### src/sv/wtp_pkg.sv
// Shared types, codes and helpers for the descriptor TLV parser.
// No dependencies; every other file of the block imports this package.
package wtp_pkg;

  typedef enum logic [2:0] {
    PH_FIXED = 3'd0,
    PH_SKIP  = 3'd1,
    PH_HDR   = 3'd2,
    PH_PAY   = 3'd3,
    PH_DRAIN = 3'd4
  } phase_e;

  typedef enum logic [2:0] {
    KIND_NONE    = 3'd0,
    KIND_MAX_RAD = 3'd1,
    KIND_USE_RAD = 3'd2,
    KIND_HEADER  = 3'd3,
    KIND_PAYLOAD = 3'd4
  } field_kind_e;

  typedef enum logic [1:0] {
    VER_HARDWARE   = 2'd0,
    VER_SOFTWARE   = 2'd1,
    VER_BOOTLOADER = 2'd2,
    VER_UNKNOWN    = 2'd3
  } version_kind_e;

  typedef enum logic [1:0] {
    FLT_NONE      = 2'd0,
    FLT_ZERO_ENC  = 2'd1,
    FLT_TRUNC_HDR = 2'd2,
    FLT_OVERRUN   = 2'd3
  } fault_e;

  typedef enum logic [2:0] {
    CFG_STRICT_MODE = 3'd0,
    CFG_ALT_LAYOUT  = 3'd1,
    CFG_HW_TYPE     = 3'd2,
    CFG_SW_TYPE     = 3'd3,
    CFG_BOOT_TYPE   = 3'd4
  } cfg_index_e;

  localparam int unsigned CfgIndexWidth = 3;
  localparam int unsigned CfgDataWidth  = 16;
  localparam int unsigned CountWidth    = 10;

  localparam logic [15:0] HwTypeReset   = 16'd0;
  localparam logic [15:0] SwTypeReset   = 16'd1;
  localparam logic [15:0] BootTypeReset = 16'd2;

  typedef struct packed {
    logic [7:0] data_byte;
    logic       last;
  } in_t;

  typedef struct packed {
    field_kind_e   field_kind;
    logic [31:0]   field_value;
    version_kind_e version_kind;
    logic [15:0]   sub_length;
    logic          sub_end;
    logic          element_done;
    logic          element_ok;
    fault_e        fault;
  } out_t;

  typedef struct packed {
    logic        strict_mode;
    logic        alternate_layout;
    logic [15:0] hardware_type_code;
    logic [15:0] software_type_code;
    logic [15:0] bootloader_type_code;
  } cfg_t;

  function automatic version_kind_e classify(input logic [15:0] t, input cfg_t cfg);
    version_kind_e vk;
    priority if (t == cfg.hardware_type_code) vk = VER_HARDWARE;
    else if (t == cfg.software_type_code)     vk = VER_SOFTWARE;
    else if (t == cfg.bootloader_type_code)   vk = VER_BOOTLOADER;
    else                                      vk = VER_UNKNOWN;
    return vk;
  endfunction

endpackage

### src/sv/wtp_descriptor_tlv_parser_unit.sv
// Top level of the descriptor TLV parser: input register, parse core,
// result register and configuration registers. Uses wtp_pkg.
//
//   channel   direction  handshake                  word
//   in        input      in_valid_i / in_stall_o    wtp_pkg::in_t   in_data_i
//   out       output     out_valid_o / out_stall_i  wtp_pkg::out_t  out_data_o
//   cfg       input      cfg_valid_i / cfg_ready_o  cfg_index_i, cfg_data_i
//
// One word per cycle sustained while out_stall_i is low; every input word yields one result word.
// Each word passes through the input register, then the parse logic into the result register.
// Reset clears the parse state and loads register defaults; cfg_ready_o stays high.
// A stalled result holds; the input register still takes one more word behind it.
module wtp_descriptor_tlv_parser_unit (
  input  logic                              clk_i,
  input  logic                              rst_ni,
  input  logic                              in_valid_i,
  output logic                              in_stall_o,
  input  wtp_pkg::in_t                      in_data_i,
  output logic                              out_valid_o,
  input  logic                              out_stall_i,
  output wtp_pkg::out_t                     out_data_o,
  input  logic                              cfg_valid_i,
  output logic                              cfg_ready_o,
  input  logic [wtp_pkg::CfgIndexWidth-1:0] cfg_index_i,
  input  logic [wtp_pkg::CfgDataWidth-1:0]  cfg_data_i
);
  import wtp_pkg::*;

  logic in_valid_q, in_valid_d;
  in_t  in_word_q;
  logic res_valid_q, res_valid_d;
  out_t res_word_q;
  out_t res_next;
  cfg_t cfg;
  logic advance;
  logic in_take;

  assign advance    = in_valid_q && (!res_valid_q || !out_stall_i);
  assign in_stall_o = in_valid_q && !advance;
  assign in_take    = in_valid_i && !in_stall_o;

  always_comb begin
    in_valid_d = in_valid_q;
    if (in_take)      in_valid_d = 1'b1;
    else if (advance) in_valid_d = 1'b0;
    res_valid_d = res_valid_q;
    if (advance)           res_valid_d = 1'b1;
    else if (!out_stall_i) res_valid_d = 1'b0;
  end

  always_ff @(posedge clk_i or negedge rst_ni) begin
    if (!rst_ni) begin
      in_valid_q  <= 1'b0;
      res_valid_q <= 1'b0;
    end else begin
      in_valid_q  <= in_valid_d;
      res_valid_q <= res_valid_d;
    end
  end

  always_ff @(posedge clk_i) begin
    if (in_take) in_word_q <= in_data_i;
    if (advance) res_word_q <= res_next;
  end

  wtp_cfg_regs u_cfg (
    .clk_i       (clk_i),
    .rst_ni      (rst_ni),
    .cfg_valid_i (cfg_valid_i),
    .cfg_ready_o (cfg_ready_o),
    .cfg_index_i (cfg_index_i),
    .cfg_data_i  (cfg_data_i),
    .cfg_o       (cfg)
  );

  wtp_parse_core u_core (
    .clk_i  (clk_i),
    .rst_ni (rst_ni),
    .step_i (advance),
    .word_i (in_word_q),
    .cfg_i  (cfg),
    .res_o  (res_next)
  );

  assign out_valid_o = res_valid_q;
  assign out_data_o  = res_word_q;

endmodule

### src/sv/wtp_cfg_regs.sv
// Configuration register file of the descriptor TLV parser.
// Depends on wtp_pkg for the register index codes and the cfg_t bundle.
module wtp_cfg_regs (
  input  logic                                clk_i,
  input  logic                                rst_ni,
  input  logic                                cfg_valid_i,
  output logic                                cfg_ready_o,
  input  logic [wtp_pkg::CfgIndexWidth-1:0]   cfg_index_i,
  input  logic [wtp_pkg::CfgDataWidth-1:0]    cfg_data_i,
  output wtp_pkg::cfg_t                       cfg_o
);
  import wtp_pkg::*;

  cfg_t cfg_q, cfg_d;

  assign cfg_ready_o = 1'b1;

  always_comb begin
    cfg_d = cfg_q;
    if (cfg_valid_i) begin
      unique case (cfg_index_e'(cfg_index_i))
        CFG_STRICT_MODE: cfg_d.strict_mode          = cfg_data_i[0];
        CFG_ALT_LAYOUT:  cfg_d.alternate_layout     = cfg_data_i[0];
        CFG_HW_TYPE:     cfg_d.hardware_type_code   = cfg_data_i;
        CFG_SW_TYPE:     cfg_d.software_type_code   = cfg_data_i;
        CFG_BOOT_TYPE:   cfg_d.bootloader_type_code = cfg_data_i;
        default: ;
      endcase
    end
  end

  always_ff @(posedge clk_i or negedge rst_ni) begin
    if (!rst_ni) begin
      cfg_q.strict_mode          <= 1'b0;
      cfg_q.alternate_layout     <= 1'b0;
      cfg_q.hardware_type_code   <= HwTypeReset;
      cfg_q.software_type_code   <= SwTypeReset;
      cfg_q.bootloader_type_code <= BootTypeReset;
    end else begin
      cfg_q <= cfg_d;
    end
  end

  assign cfg_o = cfg_q;

endmodule

### src/sv/wtp_parse_core.sv
// Parse state machine: phase, counters and collected header words,
// plus the combinational result for the word being stepped. Uses wtp_pkg.
module wtp_parse_core (
  input  logic          clk_i,
  input  logic          rst_ni,
  input  logic          step_i,
  input  wtp_pkg::in_t  word_i,
  input  wtp_pkg::cfg_t cfg_i,
  output wtp_pkg::out_t res_o
);
  import wtp_pkg::*;

  phase_e                phase_q, phase_d, phase_n;
  logic [CountWidth-1:0] count_q, count_d, count_n;
  logic [31:0]           vendor_q, vendor_d, vendor_n;
  logic [15:0]           type_q, type_d, type_n;
  logic [15:0]           length_q, length_d, length_n;
  logic [15:0]           left_q, left_d, left_n;
  fault_e                fault_q, fault_d, fault_s, fault_n;
  logic [2:0]            hdr_idx;
  logic [7:0]            b;

  assign b       = word_i.data_byte;
  assign hdr_idx = count_q[2:0];

  // next state
  always_comb begin
    phase_n  = phase_q;
    count_n  = count_q;
    vendor_n = vendor_q;
    type_n   = type_q;
    length_n = length_q;
    left_n   = left_q;
    fault_s  = fault_q;
    unique case (phase_q)
      PH_FIXED: begin
        if (count_q == CountWidth'(0)) begin
          count_n = CountWidth'(1);
        end else if (count_q == CountWidth'(1)) begin
          count_n = CountWidth'(2);
        end else if (count_q == CountWidth'(2)) begin
          if (cfg_i.alternate_layout) begin
            count_n = CountWidth'(3);
          end else if (b == 8'd0) begin
            if (cfg_i.strict_mode) begin
              fault_s = FLT_ZERO_ENC;
              phase_n = PH_DRAIN;
            end else begin
              phase_n = PH_HDR;
            end
            count_n = '0;
          end else begin
            phase_n = PH_SKIP;
            count_n = {2'b00, b} + {1'b0, b, 1'b0};
          end
        end else begin
          phase_n = PH_HDR;
          count_n = '0;
        end
      end
      PH_SKIP: begin
        count_n = count_q - CountWidth'(1);
        if (count_n == CountWidth'(0)) phase_n = PH_HDR;
      end
      PH_HDR: begin
        if (hdr_idx < 3'd4)      vendor_n = {vendor_q[23:0], b};
        else if (hdr_idx < 3'd6) type_n   = {type_q[7:0], b};
        else                     length_n = {length_q[7:0], b};
        if (hdr_idx == 3'd7) begin
          count_n = '0;
          if (length_n != 16'd0) begin
            left_n  = length_n;
            phase_n = PH_PAY;
          end
        end else begin
          count_n = CountWidth'(hdr_idx + 3'd1);
        end
      end
      PH_PAY: begin
        left_n = left_q - 16'd1;
        if (left_n == 16'd0) begin
          phase_n = PH_HDR;
          count_n = '0;
        end
      end
      PH_DRAIN: ;
      default: ;
    endcase

    fault_n = fault_s;
    if (word_i.last && fault_s == FLT_NONE) begin
      priority if (phase_n == PH_HDR && count_n == CountWidth'(0)) fault_n = FLT_NONE;
      else if (phase_n == PH_PAY)                                  fault_n = FLT_OVERRUN;
      else                                                         fault_n = FLT_TRUNC_HDR;
    end

    if (word_i.last) begin
      phase_d  = PH_FIXED;
      count_d  = '0;
      vendor_d = '0;
      type_d   = '0;
      length_d = '0;
      left_d   = '0;
      fault_d  = FLT_NONE;
    end else begin
      phase_d  = phase_n;
      count_d  = count_n;
      vendor_d = vendor_n;
      type_d   = type_n;
      length_d = length_n;
      left_d   = left_n;
      fault_d  = fault_n;
    end
  end

  // outputs
  always_comb begin
    res_o              = '0;
    res_o.field_kind   = KIND_NONE;
    res_o.version_kind = VER_HARDWARE;
    unique case (phase_q)
      PH_FIXED: begin
        if (count_q == CountWidth'(0)) begin
          res_o.field_kind  = KIND_MAX_RAD;
          res_o.field_value = {24'd0, b};
        end else if (count_q == CountWidth'(1)) begin
          res_o.field_kind  = KIND_USE_RAD;
          res_o.field_value = {24'd0, b};
        end
      end
      PH_HDR: begin
        if (hdr_idx == 3'd7) begin
          res_o.field_kind   = KIND_HEADER;
          res_o.field_value  = vendor_n;
          res_o.version_kind = classify(type_n, cfg_i);
          res_o.sub_length   = length_n;
          res_o.sub_end      = (length_n == 16'd0);
        end
      end
      PH_PAY: begin
        res_o.field_kind   = KIND_PAYLOAD;
        res_o.field_value  = {24'd0, b};
        res_o.version_kind = classify(type_q, cfg_i);
        res_o.sub_length   = length_q;
        res_o.sub_end      = (left_n == 16'd0);
      end
      PH_SKIP, PH_DRAIN: ;
      default: ;
    endcase
    res_o.element_done = word_i.last;
    res_o.element_ok   = word_i.last && (fault_s == FLT_NONE) && (phase_n == PH_HDR)
                         && (count_n == CountWidth'(0));
    res_o.fault        = fault_n;
  end

  always_ff @(posedge clk_i or negedge rst_ni) begin
    if (!rst_ni) begin
      phase_q  <= PH_FIXED;
      count_q  <= '0;
      vendor_q <= '0;
      type_q   <= '0;
      length_q <= '0;
      left_q   <= '0;
      fault_q  <= FLT_NONE;
    end else if (step_i) begin
      phase_q  <= phase_d;
      count_q  <= count_d;
      vendor_q <= vendor_d;
      type_q   <= type_d;
      length_q <= length_d;
      left_q   <= left_d;
      fault_q  <= fault_d;
    end
  end

endmodule

### config.mk
export PLATFORM = sky130hd
export DESIGN_NAME = wtp_descriptor_tlv_parser_unit
export DESIGN_NICKNAME = d
export VERILOG_FILES = /design/src/sv/wtp_pkg.sv /design/src/sv/wtp_descriptor_tlv_parser_unit.sv /design/src/sv/wtp_cfg_regs.sv /design/src/sv/wtp_parse_core.sv
export SDC_FILE = /design/constraint.sdc
export NUM_CORES = 1
export LEC_CHECK = 0
export BUFFER_PORTS_ARGS = -buffer_cell sky130_fd_sc_hd__buf_2
export CAP_MARGIN = 20
export CORE_MARGIN = 1.5
export CORE_UTILIZATION = 30
export DETAILED_ROUTE_END_ITERATION = 12
export HOLD_SLACK_MARGIN = 0.15
export PLACE_DENSITY = 0.44
export SYNTH_ARGS = -nofsm -noshare
export SYNTH_HDL_FRONTEND = slang
export SYNTH_SLANG_ARGS = --single-unit
export TNS_END_PERCENT = 50
### constraint.sdc
create_clock -name clk_i -period 2.97 [get_ports clk_i]
set_input_delay 0.4455 -clock clk_i [delete_from_list [all_inputs] [get_ports clk_i]]
set_output_delay 0.4455 -clock clk_i [all_outputs]
set_load 0.02 [all_outputs]
==> results of run 1 <==
worst paths after layout:
check | cells after the start | startpoint | to
min | 2 | cfg_data_i[0] | u_cfg.cfg_o[32]$_DFFE_PN0P_
max reg2reg | 8 | u_core.count_q[1]$_DFFE_PN0P_ | out_data_o[4]$_DFFE_PP_
max in group asynchronous | 3 | rst_ni | u_core.vendor_q[24]$_DFFE_PN0P_
min in group asynchronous | 2 | rst_ni | out_valid_o$_DFFE_PN0P_
max | 8 | u_core.count_q[1]$_DFFE_PN0P_ | out_data_o[4]$_DFFE_PP_
min reg2reg | 2 | u_core.vendor_q[29]$_DFFE_PN0P_ | u_core.vendor_q[29]$_DFFE_PN0P_
worst reg2reg max path, cell delays in order, from the launching register on:
cell       delay [ps]
dfrtp_2           480
buf_4             190
and2_0            210
a32oi_1           440
a211oi_4          120
or2_2             310
o21a_1            210
a2111oi_1         540
a31o_2            230
kinds of logic after synthesis:
family | Yosys count
AOI/OAI and AO/OA | 364
and+or+nand+nor | 339
DFF | 214
buffers and inverters | 127
xor gates and xnor gates | 84
muxes | 60
adders and majority gates | 20
other | 1
flip-flops by register name, summed over array words and instances, names as in the netlist:
name,count
in_valid_q,1
in_word_q,9
out_data_o,58
out_valid_o,1
u_cfg.cfg_o,50
u_core.count_q,10
u_core.fault_q,2
u_core.left_q,16
u_core.length_q,16
u_core.phase_q,3
u_core.type_q,16
u_core.vendor_q,32
metrics by stage:
step	power (µW)	setup TNS (ps)	cells	area, µm²	worst slack, ps
floorplan	7470	0	1209	12200	105
global placement	9540	-121	1847	13800	-121
detailed placement	9510	-131	1847	13800	-123
CTS	13000	0	1922	15000	7.36
global route	13800	-15.5	1924	15000	-15.5
finish	13000	0	1924	15000	115
report_power, final:
part           total [µW]  internal, µW  switching (µW)
clock network        3410          2050            1360
registers            4210          3560             649
logic                5410          2260            3150
total               13000          7870            5150
placed cells by master (no fill, tap or decap), drive strengths merged, types with 11 or more instances in the layout:
cell type / count
buf: 204
dfrtp: 145
nand2: 133
a22o: 88
edfxtp: 67
a21oi: 65
o21ai: 64
nor2: 63
mux2: 49
xnor2: 45
xor2: 39
inv: 38
nor3: 30
clkbuf: 29
dlygate4sd3: 27
nor4: 21
nand4: 19
ha: 19
nand3: 16
nand2b: 13
o22ai: 13
clkinv: 13
a31oi: 11
mux2i: 11
a21o: 11
o21a: 11
routing by layer:
layer / global-route usage (%) / vias up / wire (µm) / part of all wire (%)
met4: 6.01 / 0 / 1100 / 2.6
li1: - / 4830 / - / -
met1: 29.4 / 5109 / 19900 / 48
met3: 2.54 / 74 / 2250 / 5.4
met5: 0 / - / 0 / 0
met2: 30.0 / 355 / 18300 / 44
cell type report:
| type | instances | area, µm² | area share (%) |
|---|---|---|---|
| Clock buffer | 29 | 662 | 4.40 |
| Clock inverter | 19 | 241 | 1.61 |
| Sequential cell | 214 | 5700 | 37.9 |
| Inverter | 38 | 144 | 0.957 |
| Tap cell | 525 | 657 | 4.37 |
| Timing Repair Buffer | 231 | 1600 | 10.7 |
| Multi-Input combinational cell | 868 | 6030 | 40.1 |
timing repair:
item,CTS,global route
hold buffers,27,0
setup buffers,0,2
endpoints found under the setup margin,2,6
pin swaps,0,1
hold endpoints to repair,103,0
resized for setup,2,12
==> results.ini, run 1 <==
[logic_synthesis]
synthAdderAreaFrac_pct = 2.12
synth_cell_types = 89
synth_edf_count = 67
yosysSeqAreaShare_pct = 46.8
syn_area_um2 = 12200
async_flop_share_pct = 68.7
synth_xor_area_share_pct = 6.05
synth_cells = 1209
netlist_top_cells_count = dfrtp_1 (145), nand2_1 (132), a22o_1 (88), clkbuf_1 (69), edfxtp_1 (67)
synth.most_common_cell = dfrtp_1
synth_nets = 1262
avgSynthCellArea_um2 = 10.1
synth_area_leaders = dfrtp_1 (30%), edfxtp_1 (17%), a22o_1 (6.3%), mux2_2 (4.5%), nand2_1 (4.1%)
synth_seq_cells = 214
yosysTopAreaCell = dfrtp_1
ys.flop_type = dfrtp_1
synth_top_area_share_pct = 29.9
ys_warn_count = 0
synth_top_family_by_area = compound AO/OA/AOI/OAI gates
synth-compound-area-share_pct = 21.6
synth-simple-area-share_pct = 13.8
synth_mux_area_share_pct = 5.45

[layout]
utilization_pct = 37.8
fin_nets = 1432
drive_above_1_share_pct = 23.4
fillCellCount = 4078
area_growth_pct = 23.7
diodes = 0

[sta]
relSlewSlack_pct = 52.9
finalCritPeriodShare_pct = 96.1
report.final.slew_viol_count = 0
tightest_slew_ps = 703
whs_ps = 254
max_freq_mhz = 350
report.final.hold_viol_count = 0
min_period_ps = 2850
clock_skew_ps = 11.1
setup_viol_count_final = 0

[min_path]
hp-class = in -> reg

[floorplanning]
die_x_um = 204
ioPinCount = 94
coreArea_um2 = 39800
fp.dieH_um = 204
design.die.area_um2 = 41700
num_rows = 73
start_util_pct = 30.5

[critical_path]
path_buf_inv = 1
critPathKind = reg -> reg
slowest_delay_ps = 540
crit_path_start_kind = flop
r2r_setup_slack_ps = 120
path_max_fanout = 10
crit_arrival_ps = 3290
worstPathRequired_ps = 3410
cpMaxStageDelayCell = a2111oi_1
path_cells = buf_4 -> and2_0 -> a32oi_1 -> a211oi_4 -> or2_2 -> o21a_1 -> a2111oi_1 -> a31o_2
path_delay_family = compound AO/OA/AOI/OAI gates
critPathCaptureType = flop

[place]
numPortBuffers = 92
hpwl_um = 29900
gp_congestion = 0.926

[drt]
vias_per_cell = 5.39
wl_per_cell_um = 21.6
vias = 10400
drtIter0Drc = 781
wirelength_um = 41600
ant_nets = 0
drc = 0
first_pass_iters = 6

[clock_network]
path_clk_slew_ps = 70
cts_tree = built
htreeDepth = 1
cts.sinks = 214
root_buffer = clkbuf_16
clockBufferDepth = 3
clk-insertion-delay-late_ps = 560
cts_buffers = 26

[grt]
antenna_found_initial = 0
grt_pass1_vias = 9962
grt_max_degree = 53
grt.overflow.total = 0
gr-usage-all-layers_pct = 19.9
grt_pass1_wl_um = 63300

[flow_run]
maxCapViolations = 0

[pwr]
pwr_density_cell_nw_per_um2 = 866
p_leak_uw = 0.00628
vdd_drop_max_mv = 0.404

[run_status]
outcome = finished clean

Power figures use the tool's default switching activity.
==> run 2, diff against run 1 <==
- ABC_AREA: default -> 1
- CELL_PAD_IN_SITES_DETAIL_PLACEMENT: default -> 1
- CELL_PAD_IN_SITES_GLOBAL_PLACEMENT: default -> 2
- GPL_TIMING_DRIVEN: default -> 1
- PLACE_DENSITY: 0.44 -> 0.68
==> results.ini, run 2 <==
[sta]
report.final.hold_viol_count = 0  ; unchanged
tns_ps = 0  ; unchanged
relSlewSlack_pct = 55.2  ; +2.2 points
rsz0062_at_grt = true
finalCritPeriodShare_pct = 92.2  ; -3.9 points
setup_viol_count_final = 0  ; unchanged
min_period_ps = 2740  ; -117 ps
max_freq_mhz = 365  ; +4.3%
tightest_slew_ps = 672  ; -30.8 ps
whs_ps = 183  ; -70.4 ps
clock_skew_ps = 24.9  ; +13.8 ps
report.final.slew_viol_count = 0  ; unchanged

[place]
gp_congestion = 0.909  ; -1.9%
post_dp_cell_area_um2 = 13600  ; -1.2%
numPortBuffers = 92  ; unchanged
hpwl_um = 32100  ; +7.6%

[clock_network]
path_clk_slew_ps = 60  ; about the same
clk-insertion-delay-late_ps = 580  ; +20 ps
cts_setup_buffers = 0  ; unchanged
cts.sinks = 214  ; unchanged
root_buffer = clkbuf_16
htreeDepth = 1  ; unchanged
clockBufferDepth = 3  ; unchanged
cts_tree = built
cts_buffers = 28  ; +7.7%

[floorplanning]
fp.dieH_um = 206  ; +0.73%
coreArea_um2 = 40700  ; +2.3%
die_x_um = 206  ; +0.73%
ioPinCount = 94  ; unchanged
start_util_pct = 30.3  ; -0.24 points
num_rows = 74  ; +1.4%
design.die.area_um2 = 42300  ; +1.5%

[layout]
area_growth_pct = 20.2
utilization_pct = 36.4  ; -1.4 points
fin_nets = 1715  ; +20%
diodes = 0  ; unchanged
mostFrequentLayoutCell = nand2_1
largest_reg_flops = 58  ; unchanged
drive_above_1_share_pct = 15.2  ; -8.2 points
final_cell_area_um2 = 14800  ; -1.4%
fillCellCount = 4920  ; +21%
layout_common_cells = nand2_1 (350), inv_1 (173), o21ai_0 (162)

[logic_synthesis]
avgSynthCellArea_um2 = 8.04  ; -20%
ys.flop_type = dfrtp_1
syn_area_um2 = 12300  ; +1.5%
async_flop_share_pct = 68.7  ; unchanged
ys_warn_count = 0  ; unchanged
netlist_top_cells_count = nand2_1 (352), inv_1 (175), o21ai_0 (162), dfrtp_1 (145), nor2_1 (131)
synth_nets = 1587  ; +26%
yosysSeqAreaShare_pct = 46.1  ; -0.69 points
synth_seq_cells = 214  ; unchanged
synth_top_area_share_pct = 29.4  ; -0.44 points
synth.most_common_cell = nand2_1
synth_edf_count = 67  ; unchanged
synth_area_leaders = dfrtp_1 (29%), edfxtp_1 (16%), nand2_1 (11%), o21ai_0 (6.6%), inv_1 (5.3%)
yosysTopAreaCell = dfrtp_1
synth_cells = 1534  ; +27%
synth_cell_types = 54  ; -39%

[critical_path]
crit_arrival_ps = 3060  ; -230 ps
path_cells = ha_1 -> inv_1 -> fa_1 -> o21ai_0 -> a21oi_1 -> or2_2 -> a31oi_2 -> nand2_1 -> nor2_1 -> nand2_1 -> nor2_1 -> nand3_1 -> nand2_1 -> nand2_1
worstPathRequired_ps = 3290  ; -120 ps
critPathCaptureType = flop
r2r_cells = 14  ; +6
path_max_fanout = 3  ; -7
cpMostUsedCell = nand2_1
slowest_delay_ps = 410  ; -130 ps
crit_path_start_kind = flop
critPathKind = reg -> reg
cpMaxStageDelayCell = fa_1

[drt]
ant_nets = 0  ; unchanged
wirelength_um = 43500  ; +4.5%
vias_per_cell = 4.99  ; -7.4%
drc = 0  ; unchanged
vias = 11100  ; +6.6%
wl_per_cell_um = 19.6  ; -9.2%
first_pass_iters = 5  ; -1
drtIter0Drc = 690  ; -12%

[min_path]
hp-class = in -> reg
hold_path_depth = 3  ; +1

[grt]
grt_max_degree = 61  ; +15%
grt.overflow.total = 0  ; unchanged
antenna_found_initial = 0  ; unchanged
grt_pass1_vias = 11500  ; +16%
grt_pass1_wl_um = 67600  ; +6.8%
gr-usage-all-layers_pct = 20.7  ; +0.79 points

[flow_run]
maxCapViolations = 0  ; unchanged

[pwr]
finalPower_uw = 12800  ; -1.6%
pwr_density_cell_nw_per_um2 = 864  ; -0.19%
vdd_drop_max_mv = 0.395  ; -2.2%
p_leak_uw = 0.00665  ; +5.9%

[run_status]
outcome = finished clean

## run 2: cell types whose count changed after synthesis, moves of 16 or more
cell and delta:
nor2_1 +69, clkbuf_1 -22, o22ai_1 +92, nand2_1 +220, o21ai_0 +103, a21oi_1 -28, inv_1 +138, a22o_1 -88
nand3_1 +54, nor3_1 -19, o21ai_2 +16, mux2_2 -49
## run 2: timing repair
| item | 4_1_cts | 5_1_grt |
|---|---|---|
| endpoints found under the setup margin | 0 | 3 |
| hold buffers | 22 | 0 |
| endpoints found under the hold margin | 90 | 0 |
| gates resized for setup | 0 | 17 |
## run 2: layout make-up
class / count / area (µm²) / area share (%)
Inverter: 182 / 688 / 4.64
Clock buffer: 43 / 840 / 5.66
Tap cell: 532 / 666 / 4.49
Clock inverter: 8 / 95.1 / 0.642
Multi-Input combinational cell: 1074 / 5700 / 38.5
Timing Repair Buffer: 162 / 1130 / 7.66
Sequential cell: 214 / 5700 / 38.4
## run 2: worst max-delay path, delay by kind of cell (launching register included)
family	cells	cell delay, ps
AO/OA/AOI/OAI	3	470
buffers and inverters	1	70
adder cells (fa/ha/maj)	2	630
AND/OR/NAND/NOR	8	950
flip-flops	1	380
## run 2: kinds of logic (layout without fill, tap and decap cells)
logic type	after synthesis	in the layout	synth area share, %
AOI/OAI and AO/OA	358	358	17.0
DFF	214	214	46.1
adders and majority gates	20	20	2.09
buffers and inverters	246	395	8.06
and+or+nand+nor	626	626	21.8
xor gates and xnor gates	69	69	4.90
other	1	1	0.0304
## run 2: worst paths after layout
check,slack (ps),start,endpoint
max reg2reg,230,in_word_q[2]$_DFFE_PP_,out_data_o[1]$_DFFE_PP_
min reg2reg,480,u_core.vendor_q[24]$_DFFE_PN0P_,u_core.vendor_q[24]$_DFFE_PN0P_
min,180,cfg_data_i[12],u_cfg.cfg_o[28]$_DFFE_PN0P_
max,230,in_word_q[2]$_DFFE_PP_,out_data_o[1]$_DFFE_PP_
min in group asynchronous,430,rst_ni,u_core.count_q[0]$_DFFE_PN0P_
max in group asynchronous,1710,rst_ni,u_cfg.cfg_o[16]$_DFFE_PN1P_
## run 2: through the flow
step	setup WS [ps]	instances
finish	232	2215
global route	-9.70	2215
CTS	39.9	2215
detailed placement	64.0	2142
global placement	84.3	2142
floorplan	533	1534
## run 2: per-layer routing
layer,part of all wire (%),global-route usage [%],vias to the layer above,routed length [µm]
li1,-,-,5411,-
met4,2.6,5.33,0,1120
met1,47,28.7,5403,20500
met3,3.1,2.50,64,1360
met5,0,0,-,0
met2,47,34.1,179,20500
## run 2: power by group
group,switching [µW],internal (µW)
Sequential,444,3650
Combinational,3550,1740
Clock,1380,2040
